<file path="src/design/cau_pkg.sv">
// Shared types and constants of the complex arithmetic unit.
// Used by every module of the unit; depends on nothing.
`default_nettype none
package cau_pkg;

  localparam logic [1:0] CMD_ADD = 2'd0;
  localparam logic [1:0] CMD_SUB = 2'd1;
  localparam logic [1:0] CMD_MUL = 2'd2;
  localparam logic [1:0] CMD_DIV = 2'd3;

  // Remainder width of the divider: 64-bit divisor shifted by up to 32 places
  localparam int REM_W = 96;
  localparam int QUO_W = 32;

  typedef struct packed {
    logic [1:0]         cmd;
    logic signed [31:0] a_re;
    logic signed [31:0] a_im;
    logic signed [31:0] b_re;
    logic signed [31:0] b_im;
  } in_t;

  typedef struct packed {
    logic signed [31:0] res_re;
    logic signed [31:0] res_im;
    logic               div_zero;
    logic               overflow;
  } out_t;

  // Classified beat passed from front to back
  typedef struct packed {
    logic [1:0]         cmd;
    logic               dz;
    logic signed [31:0] a_re;
    logic signed [31:0] a_im;
    logic signed [31:0] b_re;
    logic signed [31:0] b_im;
  } item_t;

endpackage
`default_nettype wire

</file>
<file path="src/design/cau_queue.sv">
// Short register queue between front and back ends.
// Depends on cau_pkg.
`default_nettype none
module cau_queue #(
  parameter int DEPTH = 4
) (
  input  wire               clk,
  input  wire               rst,
  input  wire               push,
  input  cau_pkg::item_t    wr_item,
  output logic              full,
  output logic              pop,
  output cau_pkg::item_t    rd_item
);
  import cau_pkg::*;

  localparam int PW = $clog2(DEPTH);

  item_t         store [DEPTH];
  logic [PW-1:0] wr_ptr;
  logic [PW-1:0] rd_ptr;
  logic [PW:0]   count;

  // Back end never stalls: drain one beat whenever anything is held
  assign pop     = count != '0;
  assign full    = count == (PW+1)'(DEPTH);
  assign rd_item = store[rd_ptr];

  always_ff @(posedge clk) begin
    if (rst) begin
      wr_ptr <= '0;
      rd_ptr <= '0;
      count  <= '0;
    end else begin
      if (push) wr_ptr <= (wr_ptr == PW'(DEPTH-1)) ? '0 : wr_ptr + 1'b1;
      if (pop)  rd_ptr <= (rd_ptr == PW'(DEPTH-1)) ? '0 : rd_ptr + 1'b1;
      count <= count + (PW+1)'(push) - (PW+1)'(pop);
    end
  end

  always_ff @(posedge clk) begin
    if (push) store[wr_ptr] <= wr_item;
  end

endmodule
`default_nettype wire

</file>
<file path="config.mk">
export PLATFORM = sky130hd
export DESIGN_NAME = cau_queue
export DESIGN_NICKNAME = d
export VERILOG_FILES = /design/src/design/cau_pkg.sv /design/src/design/cau_queue.sv
export SDC_FILE = /design/constraint.sdc
export NUM_CORES = 1
export LEC_CHECK = 0
export ABC_CLOCK_PERIOD_IN_PS = 6000
export BUFFER_PORTS_ARGS = -buffer_cell sky130_fd_sc_hd__buf_4
export CAP_MARGIN = 30
export CORE_MARGIN = 1
export CORE_UTILIZATION = 45
export CTS_CLUSTER_SIZE = 10
export DETAILED_ROUTE_END_ITERATION = 16
export GPL_TIMING_DRIVEN = 0
export SYNTH_ARGS = -nofsm -noshare
export SYNTH_HDL_FRONTEND = slang
export SYNTH_SLANG_ARGS = --single-unit
</file>
<file path="constraint.sdc">
create_clock -name clk -period 6 [get_ports clk]
set_input_delay 0.9 -clock clk [delete_from_list [all_inputs] [get_ports clk]]
set_output_delay 0.9 -clock clk [all_outputs]
set_load 0.03 [all_outputs]
</file>
### Word level (Yosys, flattened, before mapping)

Memories as Yosys holds them, arrays and structs flattened. A register that Yosys moved wholly into a read port is not among the register bits.
Index checks and enable logic that the tools add are counted.
W data, S select, Z words.

* output and inout port bits: 133
* bits in read-only memories: 0
* memory bits (writable): 524
* memories kept: 1
* latch bits: 0
* flip-flop bits (word level): 7

Memory list
* store: words 4, bits a word 131, read ports 1, clocked after memory_dff 1, wr ports 1, line cau_queue.sv:19 `item_t store [DEPTH];`

* equal/unequal tests: 3
* $mul: 0
* add/sub/neg operators: 4
* shifts and indexed selects: 0
* bitwise gates (word level): 0
* reductions and logical operators: 1
* multiplexer cells: 6
* order comparisons: 0
* div/mod/pow operators: 0

Operators by type and width (number)
* $mux W2: 4
* $add A2 B1 Y2 const B: 2
* $eq A2 B2 Y1 const B: 2
* $add A3 B1 Y3: 1
* $eq A3 B3 Y1 const B: 1
* $reduce_bool A3 Y1: 1
* $sub A3 B1 Y3: 1
* $mux W1: 2

### Depth between registers and ports, before layout

* word-level depth: 4
* gate-level depth with buffers: 7
* depth with buffers taken out: 7

### Worst setup path after synthesis

OpenSTA, ideal clock, no wires.

* path kind: input port to flip-flop
* from: input port push
* to: memory store[0][0] in the netlist's numbering (enable)
* slack: 1.595 ns
* cell stages on the path: 1
* arrival time: 3.900 ns
* setup time: 0.505 ns
* path through: and2_1

* word-level cells in the longest chain between the ends: 2

RTL lines
* from (decl): line cau_queue.sv:9 `input wire push,`
* $mux W1: line cau_queue.sv:42 `if (push) store[wr_ptr] <= wr_item;`
* $mux W1 (not written as such): line cau_queue.sv:42
* to (decl): line cau_queue.sv:19

No other way between the ends.

==> run metrics <==
sequential power share 40.2%; number of global-route vias before repair 9149; combinational power share 30.9%; crit path to rd_item[72]; Remaining DRCs 0; total gr overflow 0; Post-CTS Resized 0; crit path DAT 2400 ps; gr usage total 17.30%; CP Class reg -> out; Clk pin slew, worst setup/hold paths 60 ps; slowest stage cell on the critical path buf_2; max-capacitance violation count 0; critical path depth in cells 5; CP required 5100 ps; iteration count of the initial detailed-routing pass 4; Nets 1206; xor/xnor share of the synthesized area 0.1225%; die height 209.7 µm; Num CTS Buffers 59; Unique masters post-synth 25; DIE WIDTH 209.7 µm; postcts setup bufs 0; # clock sinks 533; final setup TNS 0 ps; Syn Std Cell Area 19410 µm²; FP Rows 75; area share of fa/ha/maj cells after synthesis 0.5543%; top_reg_cell synth edfxtp_1; full die area 43980 µm²; Routability Congestion 0.6886; fraction of the cycle the final worst path needs 54.93%; ratio of cells with drive above 1 in the final layout 46.44%; RSZ-0062 raised after global routing no; Fillers 3179; crit start category register; Mapped Avg Cell Area 26.63 µm²; complex-gate fraction of the synthesized area 0.09023%; Lkg Pwr 8.080 nW; first-pass GRT wire length 56.19 mm; initial antenna violation count 2; Buf+Inv Stages, Crit Path 4; antenna-violating nets left 0; largest family of logic cells by synthesized area multiplexers; # H-tree levels 2; r2r setup slk 3950 ps; sequential share of the synthesized area 81.98%; DRT iter0 DRCs 546; area share of and/or/nand/nor cells after synthesis 0.4834%; CTS root buf clkbuf_16; mux cell area share after synthesis 15.31%; final hold vios 0; Fmax achieved 303.4 MHz; cell mode on critical path buf_2; number of setup violations in the final report 0; Tightest Pin Transition 680.7 ps; crit-path cells clkbuf_1, buf_2, buf_2, mux4_2, buf_4; Area Growth Syn to Fin 23.14%; status completed; Port Buf Inserts 266; switch share 30.09%; Peak VDD IR 0.2925 mV; worst reg2reg endpoint count[2]$_SDFF_PP0_; relative slew slack 54.62%; Via density 5.344; Period minus WS final 3296 ps; IO Pins 267; internal power 7.487 mW; pwr/cell area 448.0 nW/µm²; crit-path leading delay family buffers and inverters; TritonCTS clock tree built; power share of the clock group 28.8%; Register-to-Register Path Depth 7; vias 8658; crit-path max cell delay 370 ps; Syn Nets 871; Initial Util 45.97%; cts hold-fix bufs 0; Worst R2R Start count[1]$_SDFF_PP0_; largest net degree at the start of global routing 57; Ys Warns 0; Core Box Area 42230 µm²; Post-synth EDFFs 524; hold crit path type in -> reg; CTS Buffer Depth 3; Async SR Flop Fraction 0%; hpwl dp 22.80 mm; P_sw 3.222 mW; flops & latches, synth 533; final core utilization 56.61%; wire per inst 23.07 µm; Post-Route WL 37.38 mm; most common cell after layout, fill and taps aside edfxtp_1; Worst-Skew Late Latency 590 ps; Gate Count Post-Synth 729; Slew Limit Fails 0; most frequent cells in the layout edfxtp_1 (524), buf_4 (269), mux4_2 (131), clkbuf_16 (61), clkbuf_1 (18); clock skew 10.62 ps; Worst Setup End Kind output port; CP max FO 10; Ant. Diodes 0
==> power groups by stage <==
| stage | clock network, mW | registers (mW) | logic (mW) |
|---|---|---|---|
| after floorplan | 0 | 4.39 | 2.20 |
| after CTS | 3.17 | 4.31 | 3.39 |
| final | 3.09 | 4.31 | 3.31 |
| after detailed placement | 0 | 4.39 | 3.38 |
| after global placement | 0 | 4.42 | 3.36 |
| after global routing | 3.30 | 4.32 | 3.50 |
==> worst register-to-register path: cells and delay by family, from the launching register on <==
family	cells	cell delay (ps)
flops	1	340
fa+ha+maj	3	880
simple gates	2	500
xor+xnor	1	200
buf+inv	1	40
==> how the worst min path moves through the flow <==
stage                           start                      end  slack [ps]  cells past startpoint
2_1_floorplan  wr_ptr[0]$_SDFFE_PP0P_   wr_ptr[0]$_SDFFE_PP0P_         480                      2
3_3_place_gp   wr_ptr[0]$_SDFFE_PP0P_   wr_ptr[0]$_SDFFE_PP0P_         510                      2
3_5_place_dp   wr_ptr[0]$_SDFFE_PP0P_   wr_ptr[0]$_SDFFE_PP0P_         520                      2
4_1_cts                  wr_item[130]  store[0][130]$_DFFE_PP_         460                      1
5_1_grt                   wr_item[22]   store[1][22]$_DFFE_PP_         470                      1
6_report                  wr_item[22]   store[1][22]$_DFFE_PP_         500                      1
==> per-stage QoR <==
stage               hold slack [ps]  cells  power, mW  setup slack, ps  instance area [µm²]
floorplan                     484.7    729      6.589             1595                19410
global placement              511.9   1534      7.770            -1160                22080
detailed placement            521.7   1542      7.765             3225                22320
CTS                           457.9   1620      10.87             2554                23910
global route                  474.9   1620      11.13             2500                23910
finish                        503.8   1620      10.71             2704                23910
==> area by class of cell <==
cell class | instances | area (µm²) | share of cell area, %
flip-flops and latches | 533 | 15920 | 66.57
multi-input cells | 160 | 3224 | 13.49
repair buffers | 274 | 2217 | 9.274
clock buffers | 77 | 1587 | 6.636
well taps | 539 | 674.4 | 2.821
plain buffers | 30 | 261.5 | 1.094
inverters | 6 | 22.52 | 0.09421
clock inverters | 1 | 5.005 | 0.02093
==> cells by family (layout without fill, tap and decap cells) <==
family	count (synthesis)	count (layout)
flops	533	533
mux	133	133
buf+inv	36	388
simple gates	15	15
fa+ha+maj	8	8
compound gates	3	3
xor+xnor	1	1
==> cells in the mapped netlist, types with 2 or more instances <==
cell | count | share of area (%)
mux4_2 | 131 | 15
nor2b_1 | 3 | 0.097
buf_2 | 14 | 0.36
buf_4 | 3 | 0.12
a21oi_1 | 2 | 0.052
nor2_1 | 2 | 0.039
ha_1 | 7 | 0.45
inv_1 | 6 | 0.12
clkbuf_1 | 2 | 0.039
dfxtp_1 | 9 | 0.93
and2_1 | 4 | 0.13
edfxtp_1 | 524 | 81
buf_8 | 10 | 0.77
==> registers in the layout, indices dropped and copies added (netlist names), named ones only <==
signal and count:
wr_ptr 2, count 3, store 524, rd_ptr 2
==> per-layer routing <==
metal / part of all wire (%) / vias up / wire (µm) / global-route usage (%)
met5: 0.035 / - / 13 / 0
met4: 2.3 / 2 / 872 / 6.116
met3: 7.1 / 62 / 2649 / 5.327
met2: 48 / 240 / 17970 / 26.92
met1: 42 / 4557 / 15870 / 23.23
li1: - / 3797 / - / -
(Power assumes the default switching activity.)
