**src/design/cau_pkg.sv**
```systemverilog
// Shared types and constants of the complex arithmetic unit.
// Used by every module of the unit; depends on nothing.
`default_nettype none
package cau_pkg;

  localparam logic [1:0] CMD_ADD = 2'd0;
  localparam logic [1:0] CMD_SUB = 2'd1;
  localparam logic [1:0] CMD_MUL = 2'd2;
  localparam logic [1:0] CMD_DIV = 2'd3;

  // Remainder width of the divider: 64-bit divisor shifted by up to 32 places
  localparam int REM_W = 96;
  localparam int QUO_W = 32;

  typedef struct packed {
    logic [1:0]         cmd;
    logic signed [31:0] a_re;
    logic signed [31:0] a_im;
    logic signed [31:0] b_re;
    logic signed [31:0] b_im;
  } in_t;

  typedef struct packed {
    logic signed [31:0] res_re;
    logic signed [31:0] res_im;
    logic               div_zero;
    logic               overflow;
  } out_t;

  // Classified beat passed from front to back
  typedef struct packed {
    logic [1:0]         cmd;
    logic               dz;
    logic signed [31:0] a_re;
    logic signed [31:0] a_im;
    logic signed [31:0] b_re;
    logic signed [31:0] b_im;
  } item_t;

endpackage
`default_nettype wire

```
**src/design/cau_front.sv**
```systemverilog
// Front end: takes input beats, flags divide by zero and pushes classified items.
// Depends on cau_pkg.
`default_nettype none
module cau_front (
  input  wire               clk,
  input  wire               rst,
  input  wire               start,
  output logic              busy,
  input  cau_pkg::in_t      operands,
  output logic              push,
  output cau_pkg::item_t    item,
  input  wire               full
);
  import cau_pkg::*;

  logic  held;
  item_t slot;

  assign push = held && !full;
  assign busy = held && full;
  assign item = slot;

  // Hold one classified beat until the queue takes it
  always_ff @(posedge clk) begin
    if (rst) begin
      held <= 1'b0;
    end else if (start && !busy) begin
      held <= 1'b1;
    end else if (push) begin
      held <= 1'b0;
    end
  end

  always_ff @(posedge clk) begin
    if (start && !busy) begin
      slot.cmd  <= operands.cmd;
      slot.dz   <= (operands.cmd == CMD_DIV) && (operands.b_re == '0) &&
                   (operands.b_im == '0);
      slot.a_re <= operands.a_re;
      slot.a_im <= operands.a_im;
      slot.b_re <= operands.b_re;
      slot.b_im <= operands.b_im;
    end
  end

endmodule
`default_nettype wire

```
**config.mk**
```make
export PLATFORM = sky130hd
export DESIGN_NAME = cau_front
export DESIGN_NICKNAME = d
export VERILOG_FILES = /design/src/design/cau_pkg.sv /design/src/design/cau_front.sv
export SDC_FILE = /design/constraint.sdc
export NUM_CORES = 1
export LEC_CHECK = 0
export BUFFER_PORTS_ARGS = -buffer_cell sky130_fd_sc_hd__buf_2
export CAP_MARGIN = 40
export CELL_PAD_IN_SITES_DETAIL_PLACEMENT = 1
export CELL_PAD_IN_SITES_GLOBAL_PLACEMENT = 1
export CORE_MARGIN = 8
export CORE_UTILIZATION = 30
export DETAILED_ROUTE_END_ITERATION = 10
export PLACE_DENSITY_LB_ADDON = 0.1
export REMOVE_ABC_BUFFERS = 1
export SETUP_SLACK_MARGIN = 0.05
export SYNTH_ARGS = -nofsm -noshare
export SYNTH_HDL_FRONTEND = slang
export SYNTH_SLANG_ARGS = --single-unit
```
**constraint.sdc**
```tcl
create_clock -name clk -period 8.55 [get_ports clk]
set_clock_uncertainty 0.2 [all_clocks]
set_input_delay 1.2825 -clock clk [delete_from_list [all_inputs] [get_ports clk]]
set_output_delay 1.2825 -clock clk [all_outputs]
set_load 0.02 [all_outputs]
```
### Yosys cells after proc, flatten, opt, wreduce, memory -nomap -nowiden

Cells that the tools add are included.

| word-level totals | value |
|---|---|
| register bits | 132 |
| logic and storage cells | 20 |
| output and inout bits | 133 |
| input bits | 134 |

| operators by class | value |
|---|---|
| reductions and logical operators | 10 |
| multiplexer cells | 2 |
| equal/unequal tests | 1 |

Operator list:

| cell | count |
|---|---|
| $logic_not A32 Y1 | 2 |
| $logic_and A1 B1 Y1 | 5 |
| $eq A2 B2 Y1 const B | 1 |
| $logic_not A1 Y1 | 2 |
| $mux W1 | 2 |
| $reduce_bool A2 Y1 | 1 |

### Logic depth before layout (Yosys ltp)

| depth | value |
|---|---|
| word-level depth | 4 |
| depth in mapped cells | 4 |
| depth with buffers taken out | 4 |

### Worst setup path before layout

No wires, ideal clock.

| timing | value |
|---|---|
| kind | input to register |
| start point | input full |
| end point | register slot (netlist bit item[0]) (enable) |
| buffers on the path | 0 |
| cell stages on the path | 2 |
| library setup time | 0.636 ns |
| required time | 7.714 ns |
| arrival time | 7.284 ns |
| setup slack | 0.431 ns |
| cell sequence | and2_1 > nor2b_1 |

| between the ends | value |
|---|---|
| longest elaborated chain between the ends | 3 |

RTL lines:

| what | RTL line | RTL |
|---|---|---|
| from (decl) | cau_front.sv:12 | `input wire full` |
| $logic_and A1 B1 Y1 | cau_front.sv:20 | `assign busy = held && full;` |
| $logic_not A1 Y1 | cau_front.sv:35 | `if (start && !busy) begin` |
| $logic_and A1 B1 Y1 | cau_front.sv:35 |  |
| to (decl) | cau_front.sv:17 | `item_t slot;` |

Every way passes these cells.
A chain may end at the register's enable or synchronous reset.

### Worst setup path in the final report

| timing | value |
|---|---|
| start point | input full |
| end point | register slot (netlist bit item[32]) (enable) |

The elaborated chain is that of the path after synthesis.

==> summary.md <==
| Metric | Value |
|---|---|
| Worst Hold End | `held$_SDFFE_PP0P_` |
| Worst path cell trace | `buf_2 -> and2_1 -> nor2b_4 -> buf_4 -> buf_4` |
| Top cells by count, synth | `131 x edfxtp_1, 14 x nor4_1, 3 x nor2_1` |
| P_sw | `0.342 mW` |
| # port buffers | `266` |
| Post-route ant nets | `0` |
| Largest net degree at the start of global routing | `70` |
| Top cell type's share of synthesized area | `95.2%` |
| Worst reg2reg endpoint | `item[32]$_DFFE_PP_` |
| Slew headroom | `42.5%` |
| CTS tree | `yes` |
| Top-count cell post-synth | `edfxtp_1` |
| Synth Instances | `160` |
| Clock power share | `between 30% and 40%` |
| GRT Total Usage | `14.0%` |
| Setup bufs post-CTS | `0` |
| Tmin final | `3380 ps` |
| Hold Path Class | `reg2reg` |
| CP most frequent cell | `buf_4` |
| Routed WL | `about 12 mm` |
| Ys async rst share | `0%` |
| FP Rows | `43` |
| Area delta synth->final | `49.7%` |
| Worst VDD drop | `0.116 mV` |
| Slew @ Worst Pin | `863 ps` |
| Hold depth | `3` |
| Bufs and invs on worst path | `3` |
| Die height | `133 um` |
| Core ar. | `around 14000 um^2` |
| FF-to-FF setup slack | `a little under 6000 ps` |
| Wire length per cell | `between 15 and 20 um` |
| Placed Cells | `608` |
| Top FF cell, synth | `edfxtp_1` |
| Status | `finished clean` |
| Post-synth EDFFs | `131` |
| Setup TNS | `0 ps` |
| Comb pwr share | `a little under a tenth` |
| Setup CP Type | `in2reg` |
| Pwr per Cell Area | `243 nW/um^2` |
| Ys Warns | `0` |
| Overflow after GRT | `0` |
| WP data arrival | `3200 ps` |
| First-pass GRT wire length | `18.6 mm` |
| Clock Sinks | `roughly 130` |
| Cell Count, Final, Fillers Out | `635` |
| Initial antenna violation count | `1` |
| CP max stage delay | `800 ps` |
| Share of cells above drive strength 1 | `64.4%` |
| Register area share after synthesis | `between 90% and 100%` |
| DRT iter0 DRCs | `123` |
| Sequential share of power | `51.0%` |
| Die X | `133 um` |
| CP Max Fanout | `69` |
| # IOs | `267` |
| Root Driver | `clkbuf_16` |
| H-tree depth | `4` |
| Num CTS Buffers | `17` |
| Slew Viols, Final | `0` |
| Antenna cells | `0` |
| Hold Startpoint | `held$_SDFFE_PP0P_` |
| RSZ-0062 raised after global routing | `false` |
| CP max stage cell | `buf_4` |
| Top cells by area, synth | `edfxtp_1 95%, nor4_1 2.1%, dfxtp_1 0.48%` |
| Yosys top cell by area | `edfxtp_1` |
| Worst setup EP type | `register` |
| Max-Cap Viols | `0` |
| Yosys reg bits | `132` |
| Reg2reg start | `held$_SDFFE_PP0P_` |
| Gpl congestion | `0.745` |
| Resized cells post-CTS | `0` |
| Pre-antenna DRT Iters | `4` |
| Worst-path clk slew | `50 ps` |
| Worst-Skew Late Latency | `around 400 ps` |
| Syn Area/Cell | `25.8 um^2` |
| Net count, final | `581` |
| Mapped cell area | `4130 um^2` |
| Req. time, crit path | `8370 ps` |
| Initial Utilization | `30.2%` |
| Max Fclk | `296 MHz` |
| Crit share post-route | `39.5%` |
| Startpoint type of the worst setup path | `input pin` |
| Detailed placer's ending HPWL | `9.92 mm` |
| Sw Share | `22.7%` |
| Vias per cell | `4.28` |
| Int Pwr | `around 1.2 mW` |
| Drc violations | `0` |
| Setup violators final | `0` |
| Fin. Hold Viols | `0` |
| Die area | `17800 um^2` |
| Reg2Reg Depth | `4` |
| CP delay by family, top | `buffers and inverters` |
| Vias after detailed routing | `around 2700` |
| Vias in the first global route | `3090` |
| CTS Buffer Depth | `2` |
| Cts hold-fix bufs | `0` |
| Count of cell types in the netlist | `11` |
| Lkg Pwr | `roughly 2.6 nW` |
[worst register-to-register path, delay by kind of cell, from the launching register on]
family	cells	cell delay, ps
flops	1	300
simple gates	2	290
buf+inv	2	1470
[placed cells by master, fill, tap and decap left out, types with 3 or more instances in the layout]
master,count
buf_2,266
edfxtp_1,131
clkbuf_16,17
nor4_1,14
clkinv_2,4
nor2_1,3
[power by group through the flow]
stage / Clock (mW) / Sequential, mW / Combinational (mW)
after floorplan: 0 / 0.836 / 0.0139
after global placement: 0 / 0.779 / 0.142
after detailed placement: 0 / 0.780 / 0.143
after CTS: 0.617 / 0.768 / 0.143
after global routing: 0.639 / 0.771 / 0.150
final: 0.597 / 0.767 / 0.140
[logic make-up (layout without fill, tap and decap cells)]
family | Yosys count | after routing | synth area share [%]
buffers and inverters | 0 | 295 | 0
flip-flops | 132 | 132 | 95.7
AND/OR/NAND/NOR | 28 | 28 | 4.33
[routing by layer]
layer / vias to the layer above / wire length, um / track usage, %
li1: 1244 / - / -
met1: 1282 / 4590 / 14.6
met2: 174 / 6040 / 22.1
met3: 13 / 1610 / 8.32
met4: 2 / 176 / 6.49
met5: - / 13 / 0
[final cells by class]
cell class / count / area [um^2]
Fill cell: 1405 / 7480
Sequential cell: 132 / 3950
Timing Repair Buffer: 268 / 1350
Clock buffer: 19 / 433
Tap cell: 180 / 225
Multi-Input combinational cell: 28 / 186
Clock inverter: 8 / 42.5
[stage by stage]
stage                     hold WS (ps)  total power [mW]  cell area (um^2)  worst slack [ps]  utilization, %
after floorplan                    483             0.849              4130               431               -
after global placement             450             0.921              5710              4770            41.8
after detailed placement           470             0.923              5710              4720            41.8
after CTS                          478              1.53              6190              5170            45.3
after global routing               528              1.56              6190              5040            45.3
final                              467              1.50              6190              5170            45.3
[sequential cells by signal, indices dropped and copies added (netlist names)]
register / cells
held: 1
item: 131
[how the worst max path moves through the flow]
stage                     from  cells past startpoint  slack (ps)             endpoint
final                     full                      5        5170   item[32]$_DFFE_PP_
after global routing      full                      5        5040   item[43]$_DFFE_PP_
after floorplan           full                      2         430    item[0]$_DFFE_PP_
after CTS                 full                      5        5170   item[16]$_DFFE_PP_
after detailed placement  full                      5        4720   item[98]$_DFFE_PP_
after global placement    full                      5        4770  item[108]$_DFFE_PP_
Note: power is estimated with default switching activity, not from simulation.
